**src/brte_pkg.sv**
```systemverilog
package brte_pkg;

   localparam int ENTRIES    = 16;
   localparam int IDX_W      = $clog2(ENTRIES);
   localparam int CNT_W      = $clog2(ENTRIES + 1);
   localparam int REQ_DATA_W = 112;
   localparam int RSP_DATA_W = 32;
   localparam int CSR_IDX_W  = 1;
   localparam int CSR_DATA_W = 32;
   localparam int CMP_W      = 32;

   typedef enum logic [1:0] {
      CMD_BEACON = 2'd0,
      CMD_CONG   = 2'd1,
      CMD_PURGE  = 2'd2,
      CMD_DATA   = 2'd3
   } cmd_type;

   typedef enum logic [2:0] {
      RSP_NONE     = 3'd0,
      RSP_INSERTED = 3'd1,
      RSP_UPDATED  = 3'd2,
      RSP_OWN      = 3'd3,
      RSP_FULL     = 3'd4,
      RSP_NOROUTE  = 3'd5,
      RSP_FAILED   = 3'd6,
      RSP_STALE    = 3'd7
   } status_type;

   typedef enum logic [1:0] {
      RS_FRESH   = 2'd0,
      RS_FAILED  = 2'd1,
      RS_EXPIRED = 2'd2
   } rstate_type;

   typedef enum logic [CSR_IDX_W-1:0] {
      CSR_NODE_ADDRESS   = 1'd0,
      CSR_ROUTE_LIFETIME = 1'd1
   } csr_idx_type;

   typedef enum logic [3:0] {
      S_IDLE,
      S_OWN,
      S_SCAN,
      S_SEQ,
      S_HOP,
      S_NH,
      S_HCHG,
      S_WRITE,
      S_RESP
   } state_type;

   typedef struct packed {
      logic [15:0] dest;
      logic [31:0] seq;
      logic [15:0] next_hop;
      logic [7:0]  hops;
      rstate_type  rstate;
      logic [31:0] expiry;
   } entry_type;

   typedef struct packed {
      logic             en;
      logic             set_valid;
      logic [IDX_W-1:0] addr;
      entry_type        data;
   } tbl_wr_type;

   function automatic logic [7:0] bump_hops(input logic [7:0] h);
      bump_hops = (h == 8'hFF) ? 8'hFF : h + 8'd1;
   endfunction

endpackage

```
**src/brte_cmp.sv**
```systemverilog
module brte_cmp
   import brte_pkg::*;
(
   input  logic [CMP_W-1:0] op_a,
   input  logic [CMP_W-1:0] op_b,
   output logic             cmp_eq,
   output logic             cmp_lt
);

   // Unsigned magnitude compare shared by the own, scan, sequence, hop and next-hop steps of the sequencer.
   assign cmp_eq = (op_a == op_b);
   assign cmp_lt = (op_a < op_b);

endmodule

```
**src/brte_table.sv**
```systemverilog
module brte_table
   import brte_pkg::*;
(
   input  logic             clock,
   input  logic             reset,
   input  logic [IDX_W-1:0] rd_addr,
   output entry_type        rd_data,
   output logic             rd_valid,
   input  tbl_wr_type       wr
);

   entry_type         mem_ff [ENTRIES];
   logic [ENTRIES-1:0] valid_ff;
   entry_type         rdata_ff;
   logic              rvalid_ff;

   always_ff @(posedge clock) begin
      if (wr.en) begin
         mem_ff[wr.addr] <= wr.data;
      end
      rdata_ff <= mem_ff[rd_addr];
   end

   always_ff @(posedge clock) begin
      if (reset) begin
         valid_ff  <= '0;
         rvalid_ff <= 1'b0;
      end else begin
         if (wr.en && wr.set_valid) begin
            valid_ff[wr.addr] <= 1'b1;
         end
         rvalid_ff <= valid_ff[rd_addr];
      end
   end

   assign rd_data  = rdata_ff;
   assign rd_valid = rvalid_ff;

endmodule

```
**src/brte_ctrl.sv**
```systemverilog
module brte_ctrl
   import brte_pkg::*;
(
   input  logic             clock,
   input  logic             reset,
   input  logic             req_tvalid,
   output logic             req_tready,
   input  cmd_type          req_cmd,
   input  logic [15:0]      req_addr_key,
   input  logic [31:0]      req_seq_id,
   input  logic [15:0]      req_sender_hop,
   input  logic [7:0]       req_hop_count,
   input  logic             req_congested_flag,
   input  logic [31:0]      req_now_ticks,
   input  logic [15:0]      node_address,
   input  logic [31:0]      route_lifetime,
   output logic [IDX_W-1:0] tbl_rd_addr,
   input  entry_type        tbl_rd_data,
   input  logic             tbl_rd_valid,
   output tbl_wr_type       tbl_wr,
   output logic             rsp_tvalid,
   input  logic             rsp_tready,
   output logic             rsp_send_out,
   output logic [15:0]      rsp_out_next_hop,
   output logic [7:0]       rsp_out_hops,
   output status_type       rsp_status
);

   state_type        state_ff, state_in;
   cmd_type          cmd_ff, cmd_in;
   logic [15:0]      key_ff, key_in;
   logic [31:0]      seq_ff, seq_in;
   logic [15:0]      sender_ff, sender_in;
   logic [7:0]       hops_ff, hops_in;
   logic             cong_ff, cong_in;
   logic [31:0]      now_ff, now_in;
   logic [CNT_W-1:0] scan_ff, scan_in;
   logic             chk_vld_ff, chk_vld_in;
   logic [IDX_W-1:0] chk_idx_ff, chk_idx_in;
   logic             hit_ff, hit_in;
   logic [IDX_W-1:0] hit_idx_ff, hit_idx_in;
   entry_type        hit_ent_ff, hit_ent_in;
   logic             free_ff, free_in;
   logic [IDX_W-1:0] free_idx_ff, free_idx_in;
   logic             chg_ff, chg_in;
   logic             res_send_ff, res_send_in;
   logic [15:0]      res_nh_ff, res_nh_in;
   logic [7:0]       res_hops_ff, res_hops_in;
   status_type       res_status_ff, res_status_in;
   logic             rsp_valid_ff, rsp_valid_in;
   logic             rsp_send_ff, rsp_send_in;
   logic [15:0]      rsp_nh_ff, rsp_nh_in;
   logic [7:0]       rsp_hops_ff, rsp_hops_in;
   status_type       rsp_status_ff, rsp_status_in;

   logic [CMP_W-1:0] op_a, op_b;
   logic             cmp_eq, cmp_lt;
   logic             issue;
   logic             scan_done;
   logic             rsp_load;

   brte_cmp u_cmp (
      .op_a   (op_a),
      .op_b   (op_b),
      .cmp_eq (cmp_eq),
      .cmp_lt (cmp_lt)
   );

   assign req_tready  = (state_ff == S_IDLE);
   assign issue       = (state_ff == S_SCAN) && (scan_ff < CNT_W'(ENTRIES));
   assign scan_done   = (state_ff == S_SCAN) && chk_vld_ff &&
                        (chk_idx_ff == IDX_W'(ENTRIES - 1));
   assign tbl_rd_addr = scan_ff[IDX_W-1:0];
   assign rsp_load    = (state_ff == S_RESP) && (!rsp_valid_ff || rsp_tready);

   // Operand selection for the shared comparator.
   always_comb begin
      op_a = '0;
      op_b = '0;
      unique case (state_ff)
         S_OWN: begin
            op_a = {16'd0, key_ff};
            op_b = {16'd0, node_address};
         end
         S_SCAN: begin
            unique case (cmd_ff)
               CMD_CONG: begin
                  op_a = {16'd0, tbl_rd_data.next_hop};
                  op_b = {16'd0, key_ff};
               end
               CMD_PURGE: begin
                  op_a = tbl_rd_data.expiry;
                  op_b = now_ff;
               end
               CMD_BEACON, CMD_DATA: begin
                  op_a = {16'd0, tbl_rd_data.dest};
                  op_b = {16'd0, key_ff};
               end
            endcase
         end
         S_SEQ: begin
            op_a = seq_ff;
            op_b = hit_ent_ff.seq;
         end
         S_HOP, S_HCHG: begin
            op_a = {24'd0, hops_ff};
            op_b = {24'd0, hit_ent_ff.hops};
         end
         S_NH: begin
            op_a = {16'd0, sender_ff};
            op_b = {16'd0, hit_ent_ff.next_hop};
         end
         S_IDLE, S_WRITE, S_RESP: begin
            op_a = '0;
            op_b = '0;
         end
      endcase
   end

   // Next state.
   always_comb begin
      state_in = state_ff;
      unique case (state_ff)
         S_IDLE: begin
            if (req_tvalid) begin
               state_in = (req_cmd == CMD_BEACON) ? S_OWN : S_SCAN;
            end
         end
         S_OWN: begin
            state_in = cmp_eq ? S_RESP : S_SCAN;
         end
         S_SCAN: begin
            if (scan_done) begin
               if (cmd_ff != CMD_BEACON) begin
                  state_in = S_RESP;
               end else if (hit_in) begin
                  state_in = S_SEQ;
               end else if (free_in) begin
                  state_in = S_WRITE;
               end else begin
                  state_in = S_RESP;
               end
            end
         end
         S_SEQ: begin
            if (!cmp_lt && !cmp_eq) begin
               state_in = S_NH;
            end else if (cmp_eq) begin
               state_in = S_HOP;
            end else begin
               state_in = S_RESP;
            end
         end
         S_HOP: begin
            state_in = cmp_lt ? S_WRITE : S_RESP;
         end
         S_NH: begin
            state_in = S_HCHG;
         end
         S_HCHG: begin
            state_in = S_WRITE;
         end
         S_WRITE: begin
            state_in = S_RESP;
         end
         S_RESP: begin
            if (rsp_load) begin
               state_in = S_IDLE;
            end
         end
      endcase
   end

   // Datapath and table accesses.
   always_comb begin
      cmd_in        = cmd_ff;
      key_in        = key_ff;
      seq_in        = seq_ff;
      sender_in     = sender_ff;
      hops_in       = hops_ff;
      cong_in       = cong_ff;
      now_in        = now_ff;
      scan_in       = scan_ff;
      chk_vld_in    = 1'b0;
      chk_idx_in    = chk_idx_ff;
      hit_in        = hit_ff;
      hit_idx_in    = hit_idx_ff;
      hit_ent_in    = hit_ent_ff;
      free_in       = free_ff;
      free_idx_in   = free_idx_ff;
      chg_in        = chg_ff;
      res_send_in   = res_send_ff;
      res_nh_in     = res_nh_ff;
      res_hops_in   = res_hops_ff;
      res_status_in = res_status_ff;
      rsp_valid_in  = rsp_valid_ff;
      rsp_send_in   = rsp_send_ff;
      rsp_nh_in     = rsp_nh_ff;
      rsp_hops_in   = rsp_hops_ff;
      rsp_status_in = rsp_status_ff;

      tbl_wr.en        = 1'b0;
      tbl_wr.set_valid = 1'b0;
      tbl_wr.addr      = chk_idx_ff;
      tbl_wr.data      = tbl_rd_data;

      if (rsp_valid_ff && rsp_tready) begin
         rsp_valid_in = 1'b0;
      end

      unique case (state_ff)
         S_IDLE: begin
            if (req_tvalid) begin
               cmd_in        = req_cmd;
               key_in        = req_addr_key;
               seq_in        = req_seq_id;
               sender_in     = req_sender_hop;
               hops_in       = req_hop_count;
               cong_in       = req_congested_flag;
               now_in        = req_now_ticks;
               scan_in       = '0;
               hit_in        = 1'b0;
               free_in       = 1'b0;
               chg_in        = 1'b0;
               res_send_in   = 1'b0;
               res_nh_in     = '0;
               res_hops_in   = '0;
               res_status_in = RSP_NONE;
            end
         end
         S_OWN: begin
            if (cmp_eq) begin
               res_status_in = RSP_OWN;
            end
         end
         S_SCAN: begin
            // Addresses go out ahead of the data they return, which the table registers.
            chk_vld_in = issue;
            chk_idx_in = scan_ff[IDX_W-1:0];
            if (issue) begin
               scan_in = scan_ff + CNT_W'(1);
            end
            if (chk_vld_ff) begin
               unique case (cmd_ff)
                  CMD_CONG: begin
                     if (tbl_rd_valid && cmp_eq) begin
                        tbl_wr.en          = 1'b1;
                        tbl_wr.data.rstate = cong_ff ? RS_FAILED : RS_FRESH;
                     end
                  end
                  CMD_PURGE: begin
                     if (tbl_rd_valid && (cmp_lt || cmp_eq)) begin
                        tbl_wr.en          = 1'b1;
                        tbl_wr.data.rstate = RS_EXPIRED;
                     end
                  end
                  CMD_BEACON, CMD_DATA: begin
                     if (tbl_rd_valid && cmp_eq && !hit_ff) begin
                        hit_in     = 1'b1;
                        hit_idx_in = chk_idx_ff;
                        hit_ent_in = tbl_rd_data;
                     end
                     if (!tbl_rd_valid && !free_ff) begin
                        free_in     = 1'b1;
                        free_idx_in = chk_idx_ff;
                     end
                  end
               endcase
            end
            if (scan_done) begin
               if (cmd_ff == CMD_BEACON) begin
                  if (!hit_in && !free_in) begin
                     res_status_in = RSP_FULL;
                  end else if (!hit_in) begin
                     res_status_in = RSP_INSERTED;
                     res_send_in   = 1'b1;
                     res_hops_in   = bump_hops(hops_ff);
                  end
               end else if (cmd_ff == CMD_DATA) begin
                  if (!hit_in) begin
                     res_status_in = RSP_NOROUTE;
                  end else if (hit_ent_in.rstate == RS_FAILED) begin
                     res_status_in = RSP_FAILED;
                  end else begin
                     res_send_in = 1'b1;
                     res_nh_in   = hit_ent_in.next_hop;
                  end
               end
            end
         end
         S_SEQ: begin
            if (!cmp_lt && !cmp_eq) begin
               res_status_in = RSP_UPDATED;
            end else if (cmp_lt) begin
               res_status_in = RSP_STALE;
            end
         end
         S_HOP: begin
            res_status_in = cmp_lt ? RSP_UPDATED : RSP_STALE;
         end
         S_NH: begin
            chg_in = !cmp_eq;
         end
         S_HCHG: begin
            if (chg_ff || !cmp_eq) begin
               res_send_in = 1'b1;
               res_hops_in = bump_hops(hops_ff);
            end
         end
         S_WRITE: begin
            tbl_wr.en            = 1'b1;
            tbl_wr.set_valid     = 1'b1;
            tbl_wr.addr          = hit_ff ? hit_idx_ff : free_idx_ff;
            tbl_wr.data.dest     = key_ff;
            tbl_wr.data.seq      = seq_ff;
            tbl_wr.data.next_hop = sender_ff;
            tbl_wr.data.hops     = hops_ff;
            tbl_wr.data.rstate   = RS_FRESH;
            tbl_wr.data.expiry   = now_ff + route_lifetime;
         end
         S_RESP: begin
            if (rsp_load) begin
               rsp_valid_in  = 1'b1;
               rsp_send_in   = res_send_ff;
               rsp_nh_in     = res_nh_ff;
               rsp_hops_in   = res_hops_ff;
               rsp_status_in = res_status_ff;
            end
         end
      endcase
   end

   always_ff @(posedge clock) begin
      if (reset) begin
         state_ff     <= S_IDLE;
         chk_vld_ff   <= 1'b0;
         rsp_valid_ff <= 1'b0;
      end else begin
         state_ff     <= state_in;
         chk_vld_ff   <= chk_vld_in;
         rsp_valid_ff <= rsp_valid_in;
      end
   end

   always_ff @(posedge clock) begin
      cmd_ff        <= cmd_in;
      key_ff        <= key_in;
      seq_ff        <= seq_in;
      sender_ff     <= sender_in;
      hops_ff       <= hops_in;
      cong_ff       <= cong_in;
      now_ff        <= now_in;
      scan_ff       <= scan_in;
      chk_idx_ff    <= chk_idx_in;
      hit_ff        <= hit_in;
      hit_idx_ff    <= hit_idx_in;
      hit_ent_ff    <= hit_ent_in;
      free_ff       <= free_in;
      free_idx_ff   <= free_idx_in;
      chg_ff        <= chg_in;
      res_send_ff   <= res_send_in;
      res_nh_ff     <= res_nh_in;
      res_hops_ff   <= res_hops_in;
      res_status_ff <= res_status_in;
      rsp_send_ff   <= rsp_send_in;
      rsp_nh_ff     <= rsp_nh_in;
      rsp_hops_ff   <= rsp_hops_in;
      rsp_status_ff <= rsp_status_in;
   end

   assign rsp_tvalid       = rsp_valid_ff;
   assign rsp_send_out     = rsp_send_ff;
   assign rsp_out_next_hop = rsp_nh_ff;
   assign rsp_out_hops     = rsp_hops_ff;
   assign rsp_status       = rsp_status_ff;

endmodule

```
**src/beacon_route_table_engine_top.sv**
```systemverilog
// One beat at a time is handled through a single comparator; every beat but an own beacon
// makes one pass over all ENTRIES table slots. The result is registered at the output, and
// the next beat can be taken while that result waits, unless an earlier result still holds
// the output register. Synchronous active-high reset clears the valid bits, the sequencer
// state and the output valid, and sets node address to 0 and route lifetime to 1000; route
// fields are not cleared, no clearing pass runs.
module beacon_route_table_engine_top
   import brte_pkg::*;
(
   input  logic                  clock,
   input  logic                  reset,
   input  logic                  req_tvalid,
   output logic                  req_tready,
   // addr_key, seq_id, sender_hop, hop_count, congested_flag, now_ticks, zero fill
   input  logic [REQ_DATA_W-1:0] req_tdata,
   // cmd
   input  logic [1:0]            req_tuser,
   output logic                  rsp_tvalid,
   input  logic                  rsp_tready,
   // send_out, out_next_hop, out_hops, status, zero fill
   output logic [RSP_DATA_W-1:0] rsp_tdata,
   input  logic                  csr_we,
   input  logic [CSR_IDX_W-1:0]  csr_addr,
   input  logic [CSR_DATA_W-1:0] csr_wdata
);

   logic [15:0]      node_address_ff;
   logic [31:0]      route_lifetime_ff;
   logic [IDX_W-1:0] tbl_rd_addr;
   entry_type        tbl_rd_data;
   logic             tbl_rd_valid;
   tbl_wr_type       tbl_wr;
   logic             rsp_send_out;
   logic [15:0]      rsp_out_next_hop;
   logic [7:0]       rsp_out_hops;
   status_type       rsp_status;

   always_ff @(posedge clock) begin
      if (reset) begin
         node_address_ff   <= 16'd0;
         route_lifetime_ff <= 32'd1000;
      end else if (csr_we) begin
         unique case (csr_idx_type'(csr_addr))
            CSR_NODE_ADDRESS:   node_address_ff   <= csr_wdata[15:0];
            CSR_ROUTE_LIFETIME: route_lifetime_ff <= csr_wdata[31:0];
         endcase
      end
   end

   brte_table u_table (
      .clock    (clock),
      .reset    (reset),
      .rd_addr  (tbl_rd_addr),
      .rd_data  (tbl_rd_data),
      .rd_valid (tbl_rd_valid),
      .wr       (tbl_wr)
   );

   brte_ctrl u_ctrl (
      .clock              (clock),
      .reset              (reset),
      .req_tvalid         (req_tvalid),
      .req_tready         (req_tready),
      .req_cmd            (cmd_type'(req_tuser)),
      .req_addr_key       (req_tdata[15:0]),
      .req_seq_id         (req_tdata[47:16]),
      .req_sender_hop     (req_tdata[63:48]),
      .req_hop_count      (req_tdata[71:64]),
      .req_congested_flag (req_tdata[72]),
      .req_now_ticks      (req_tdata[104:73]),
      .node_address       (node_address_ff),
      .route_lifetime     (route_lifetime_ff),
      .tbl_rd_addr        (tbl_rd_addr),
      .tbl_rd_data        (tbl_rd_data),
      .tbl_rd_valid       (tbl_rd_valid),
      .tbl_wr             (tbl_wr),
      .rsp_tvalid         (rsp_tvalid),
      .rsp_tready         (rsp_tready),
      .rsp_send_out       (rsp_send_out),
      .rsp_out_next_hop   (rsp_out_next_hop),
      .rsp_out_hops       (rsp_out_hops),
      .rsp_status         (rsp_status)
   );

   assign rsp_tdata = {4'd0, rsp_status, rsp_out_hops, rsp_out_next_hop, rsp_send_out};

endmodule

```
**config.mk**
```make
export PLATFORM = sky130hd
export DESIGN_NAME = beacon_route_table_engine_top
export DESIGN_NICKNAME = d
export VERILOG_FILES = /design/src/brte_pkg.sv /design/src/brte_cmp.sv /design/src/brte_table.sv /design/src/brte_ctrl.sv /design/src/beacon_route_table_engine_top.sv
export SDC_FILE = /design/constraint.sdc
export NUM_CORES = 2
export LEC_CHECK = 0
export BUFFER_PORTS_ARGS = -buffer_cell sky130_fd_sc_hd__buf_2
export CAP_MARGIN = 30
export CORE_MARGIN = 2
export CORE_UTILIZATION = 59
export CTS_CLUSTER_DIAMETER = 30
export DETAILED_ROUTE_END_ITERATION = 10
export PLACE_DENSITY = 0.76
export SYNTH_ARGS = -nofsm -noshare
export SYNTH_HDL_FRONTEND = slang
export SYNTH_SLANG_ARGS = --single-unit
```
**constraint.sdc**
```tcl
create_clock -name clock -period 16.55 [get_ports clock]
set_clock_uncertainty 0.2 [all_clocks]
set_input_delay 4.1375 -clock clock [delete_from_list [all_inputs] [get_ports clock]]
set_output_delay 4.1375 -clock clock [all_outputs]
set_load 0.005 [all_outputs]
```
* Word level (Yosys, flattened, before mapping)
Memory sizes are Yosys's and may differ from the RTL's. A register that Yosys moved wholly into a read port is not among the register bits.
Index checks and enable logic that the tools add are counted.
** Storage, ports and cells
- Flip-flop bits (word level) :: 312
- Memory bits (writable) :: 1696
- Input bits :: 152
- Output and inout bits :: 34
- Memories :: 1
** Memory list
- u_table.mem_ff :: depth 16, bits a word 106, read ports 1, clocked after memory_dff 1, write ports 1, line brte_table.sv:12 : entry_type mem_ff [ENTRIES];
** Cells by class
- $add $sub $neg :: 3
- Order comparisons :: 5
- Equal/unequal tests :: 39
- Muxes and demuxes :: 97
- Bitwise gates (word level) :: 3
- Reductions and logical operators :: 51
** Operator list (count)
- $pmux 32 s6 :: 2
- $mux 90 :: 4
- $mux 16 :: 6
- $pmux 32 s3 :: 1
- $mux 77 :: 1
- $pmux 32 s2 :: 1
- $mux 8 :: 7
- $mux 4 :: 11
- $mux 3 :: 12
- $pmux 4 s9 :: 1
- $add 32x32->32 :: 1
- $eq 32x32->1 :: 1
- $lt 32x32->1 :: 1
- $mux 32 :: 1
- $pmux 16 s2 :: 1
- $mux 1 :: 30
- $pmux 8 s3 :: 1
- $ne 2x2->1 const B :: 10
- $eq 4x3->1 const B :: 4
- $or 16x16->16 :: 1
- $ne 3x3->1 const B :: 5
- $pmux 3 s5 :: 1
- $reduce_and 7->1 :: 2
- $logic_and 1x1->1 :: 13
- other kinds (37) :: 80

* Longest topological paths before layout
- Depth in word-level cells :: 18
- Gate-level depth with buffers :: 19
- Depth with buffers taken out :: 18

* Hierarchy
Synthesis repeated with hierarchy kept, for this count alone.
** Second synthesis, totals
- Cells, all modules :: 4322
- Area, all modules :: 82623.0 sq um
** By module, submodules not included
- brte_table :: instances 1, cells each 2683, area an instance 66143.4 sq um
- brte_ctrl :: instances 1, cells each 1317, area an instance 13501.7 sq um
- beacon_route_table_engine_top :: instances 1, cells each 207, area an instance 2169.6 sq um
- brte_cmp :: instances 1, cells each 115, area an instance 808.3 sq um

* Worst setup path before layout
OpenSTA, ideal clock, no wires.
- Path type :: register -> register
- Start point :: register u_ctrl.cmd_ff[0]
- End point :: memory u_table.mem_ff[0][0] (netlist name), enable pin
- Library setup time :: 0.700 ns
- Arrival time :: 10.677 ns
- Data required time :: 15.650 ns
- Path slack :: 4.973 ns
- Stages on the path, launching flop included :: 17
- Period minus slack after synthesis :: 11.577 ns
- Path through :: edfxtp_1 inv_1 ha_1 clkbuf_1 clkbuf_1 mux2i_1 o21ai_0 a221oi_1 ha_1 a21o_1 a21oi_1 o221ai_1 o211ai_1 a31oi_2 nor3_4 a31oi_4 nor3_1
** On the way
- Longest elaborated chain between the ends :: 13
** Ends and longest elaborated chain
- start, declared :: line brte_ctrl.sv:30 : cmd_type cmd_ff, cmd_in;
- start signal, assigned :: line brte_ctrl.sv:346 : cmd_ff <= cmd_in;
- $eq 2x1->1, or another cell as far along :: line brte_ctrl.sv:86, brte_ctrl.sv:244
- $reduce_or 3->1 (no source line) or $reduce_or 2->1 (tied branches)
- $pmux 32 s2 or $pmux 32 s3 (tied branches) :: line brte_ctrl.sv:86 : unique case (cmd_ff)
- $pmux 32 s6 :: line brte_ctrl.sv:80 : unique case (state_ff)
- $lt 32x32->1 or $eq 32x32->1 (tied branches) :: line brte_cmp.sv:12, brte_cmp.sv:11
- $logic_or 1x1->1 :: line brte_ctrl.sv:252 : if (tbl_rd_valid && (cmp_lt || cmp_eq)) begin
- $logic_and 1x1->1 :: line brte_ctrl.sv:252
- $mux 1 :: line brte_ctrl.sv:252
- $pmux 1 s2 (*) :: line brte_ctrl.sv:244 : unique case (cmd_ff)
- $mux 1 (*) :: line brte_ctrl.sv:243 : if (chk_vld_ff) begin
- $pmux 1 s2 (*) :: line brte_ctrl.sv:211 : unique case (state_ff)
- $mux 1 (*) :: line brte_table.sv:18 : if (wr.en) begin
- $mux 1 (not written as such) (*) :: line brte_table.sv:19 : mem_ff[wr.addr] <= wr.data;
- end, declared :: line brte_table.sv:12
Every way passes the cells marked *; elsewhere a longest branch is shown, timed or not.

* Worst setup path in the final report
- Start point :: register u_ctrl.state_ff[0]
- End point :: memory u_table.mem_ff[12][72] (netlist name), enable pin
** On the way
- Longest elaborated chain between the ends :: 12
** Ends and longest elaborated chain
- start, declared :: line brte_ctrl.sv:29 : state_type state_ff, state_in;
- start signal, assigned :: line brte_ctrl.sv:339 : state_ff <= state_in;
- $eq 4x3->1, or another cell as far along :: line brte_ctrl.sv:80, brte_ctrl.sv:211
- $reduce_or 3->1 or $reduce_or 2->1 (tied branches) :: line brte_ctrl.sv:80
- $pmux 32 s6 :: line brte_ctrl.sv:80
- $lt 32x32->1 or $eq 32x32->1 (tied branches) :: line brte_cmp.sv:12, brte_cmp.sv:11
- $logic_or 1x1->1 :: line brte_ctrl.sv:252
- $logic_and 1x1->1 :: line brte_ctrl.sv:252
- $mux 1 :: line brte_ctrl.sv:252
- $pmux 1 s2 :: line brte_ctrl.sv:244
- $mux 1 :: line brte_ctrl.sv:243
- $pmux 1 s2 :: line brte_ctrl.sv:211
- $mux 1 :: line brte_table.sv:18
- $mux 1 (not written as such) :: line brte_table.sv:19
Several ways; a longest one is shown, not always the timed one.

==> results_dict.tcl <==
set metrics [dict create \
    synth-seq-area-share 0.754 \
    place.gp.congestion 0.912 \
    drt-pass1-iter-count 8 \
    grt_max_degree 170 \
    yosysMostFrequentCell "edfxtp_1" \
    dieHeight_um 376 \
    max-vdd-ir-drop_v 0.000187 \
    synth-edff-count 1935 \
    wirelength_um 228000 \
    ys_types 79 \
    synth-main-ff-cell "edfxtp_1" \
    fin_total_pwr_mw 19.2 \
    layout_min_cycle_time_ps 7890 \
    cellLeakagePower_nw 33.2 \
    antenna_found_initial 4 \
    powerDensity_nw_per_um2 194 \
    slew_violations 0 \
    final_cells 6637 \
    worstMarginPinSlew_ps 1180 \
    clock-root-buffer "clkbuf_16" \
    synth-seq-cells 2114 \
    cts.htree.levels 5 \
    use_met3 0.0930 \
    netlist_area_um2 81900 \
    rows 136 \
    drtAntennaViolNets 0 \
    via_per_inst 6.90 \
    cts_setup_buffers 0 \
    netlist.area_leader.share 0.710 \
    synth_common_cells "edfxtp_1, mux4_2, nand2_1" \
    ctsHoldBuffers 0 \
    core_um2 138000 \
    initial_core_util 0.595 \
    fmax_mhz 127 \
    hold_class "register to register" \
    crit_arrival_ps 8210 \
    cts_buffers 383 \
    synthCells 4087 \
    finalHoldViolCount 0 \
    num_vias 45789 \
    io_pins 186 \
    seqCellArea_um2 61700 \
    clock_sinks 2114 \
    start_kind "register" \
    finish.utilization 0.717 \
    yosys.area.top_type "edfxtp_1" \
    status "finished, final reports clean" \
    wl_per_cell_um 34.4 \
    fillers 7411 \
    yosysWarnings 0 \
    die_area_um2 142000 \
    slew_headroom 0.215 \
    io_buffers 174 \
    cts_tree "done" \
    syn_avg_cell_area_um2 20.0 \
    clk_latency_ps 950 \
    grt_pass1_vias 46449 \
    tns_ps 0 \
    cts_resized 0 \
    overflow 0 \
    layout.nets 4754 \
    end_kind "register" \
    rsz0062_at_grt "no" \
    path_clk_slew_ps 60 \
    setup_violations 0 \
    grt_use_total 0.325 \
    clockBufferDepth 4 \
    die_w_um 376 \
    initialDrtViolationCount 7214 \
    drc 0 \
    grtUsageMet2 0.495 \
    dp_hpwl_um 111000 \
    yosys-top-cells-area "edfxtp_1, mux4_2, dfxtp_1, nand2_1, ha_1" \
    crit_type "register to register" \
    multi_input_area_um2 19300 \
    use_met1 0.432 \
    post-place-cells 5938 \
    drive_gt1_frac 0.313 \
    grt-busiest-layer "met2" \
    critPathRequiredTime_ps 16870 \
    synthArstFlopShare 0 \
    crit_fanout 59 \
    grt_pass1_wl_um 324000 \
    drv_cap 0 \
    area_growth_pct 20.5 \
    post-route-period-util 0.477 \
]
-- cell families (layout without fill, tap and decap cells) --
| family | Yosys count | after routing | synth area share |
|---|---|---|---|
| flip-flops | 2114 | 2114 | 0.754 |
| other | 1 | 5 | 0.0000458 |
| buffers and inverters | 240 | 992 | 0.0122 |
| XOR/XNOR | 32 | 32 | 0.00342 |
| adder cells (fa/ha/maj) | 71 | 71 | 0.0109 |
| AO/OA/AOI/OAI | 392 | 392 | 0.0319 |
| multiplexers | 574 | 574 | 0.152 |
| AND/OR/NAND/NOR | 663 | 663 | 0.0357 |
-- metrics by stage --
step | cell area [um^2] | hold slack [ps] | worst slack [ps]
after floorplan | 81900 | 200 | 4970
after global placement | 85100 | 203 | 7970
after detailed placement | 85300 | 205 | 9010
after CTS | 98600 | 187 | 8950
after global routing | 98600 | 195 | 8640
final | 98600 | 190 | 8660
-- cells in the final DEF (no fill, tap or decap), types with 16 or more instances in the layout --
cell / instances
mux2i_1: 20
buf_2: 175
clkinv_1: 23
inv_6: 52
buf_4: 76
clkinvlp_4: 40
nand3_1: 19
a21oi_1: 113
mux2_2: 19
o21ai_0: 70
mux4_2: 535
buf_12: 18
a221oi_1: 16
a22o_1: 16
inv_1: 19
clkbuf_1: 31
bufinv_16: 58
clkbuf_8: 20
ha_1: 69
dfxtp_1: 179
a222oi_1: 17
clkinv_2: 40
nand2_1: 403
nor2_1: 84
a21o_1: 31
clkbuf_16: 389
edfxtp_1: 1935
clkinv_4: 34
xnor2_1: 19
a22oi_1: 40
and2_1: 63
-- registers in the layout (all words and copies together), names as in the netlist, 16 cells and up --
| signal | flops |
|---|---|
| node_address_ff | 16 |
| route_lifetime_ff | 32 |
| u_ctrl.hit_ent_ff | 58 |
| u_ctrl.key_ff | 16 |
| u_ctrl.now_ff | 32 |
| u_ctrl.res_nh_ff | 16 |
| u_ctrl.rsp_out_next_hop | 16 |
| u_ctrl.sender_ff | 16 |
| u_ctrl.seq_ff | 32 |
| u_table.mem_ff | 1696 |
| u_table.rd_data | 106 |
| u_table.valid_ff | 16 |
-- where the power goes --
group          switching, mW  internal (mW)
Sequential             0.368           6.84
Combinational           2.27           1.64
Clock                   2.73           5.33
-- routing by layer --
layer  routed length [um]  vias up  part of all wire
met5                   43        -           0.00019
met1                78500    23493              0.34
met4                12600        6             0.055
met2               107000     3765              0.47
li1                     -    17752                 -
met3                29700      773              0.13
-- final cells by class --
type / count / area share
clock buffer: 440 / 0.103
inverter: 22 / 0.000888
clock inverter: 256 / 0.0327
timing repair buffer: 274 / 0.0195
tap: 1794 / 0.0228
sequential: 2114 / 0.625
multi-input combinational: 1736 / 0.196
antenna: 1 / 0.0000254
-- path summary, 6_finish.rpt --
path / start / endpoint / slack (ps) / depth (start not counted)
worst min-delay path: u_ctrl.res_hops_ff[1]$_SDFFCE_PN0P_ / u_ctrl.rsp_out_hops[1]$_DFFE_PP_ / 190 / 0
worst min register to register: u_ctrl.res_hops_ff[1]$_SDFFCE_PN0P_ / u_ctrl.rsp_out_hops[1]$_DFFE_PP_ / 190 / 0
worst max-delay path: u_ctrl.state_ff[0]$_SDFFE_PP0P_ / u_table.mem_ff[12][72]$_DFFE_PP_ / 8660 / 18
worst max register to register: u_ctrl.state_ff[0]$_SDFFE_PP0P_ / u_table.mem_ff[12][72]$_DFFE_PP_ / 8660 / 18
-- critical path, stage by stage (launching register included) --
cell      delay (ps)
dfxtp_1          490
nor2b_1          440
nor3b_2          790
buf_4            750
a22oi_1          260
o21ai_0          160
a221oi_1          80
ha_1             350
a21o_1           180
a21oi_1          150
o221ai_1         120
o211ai_1         260
a31oi_2          230
nor3_4           460
a31oi_4          260
nand2b_1         400
nor2_4           600
buf_4            460
buf_4            790
(Power assumes the default switching activity.)
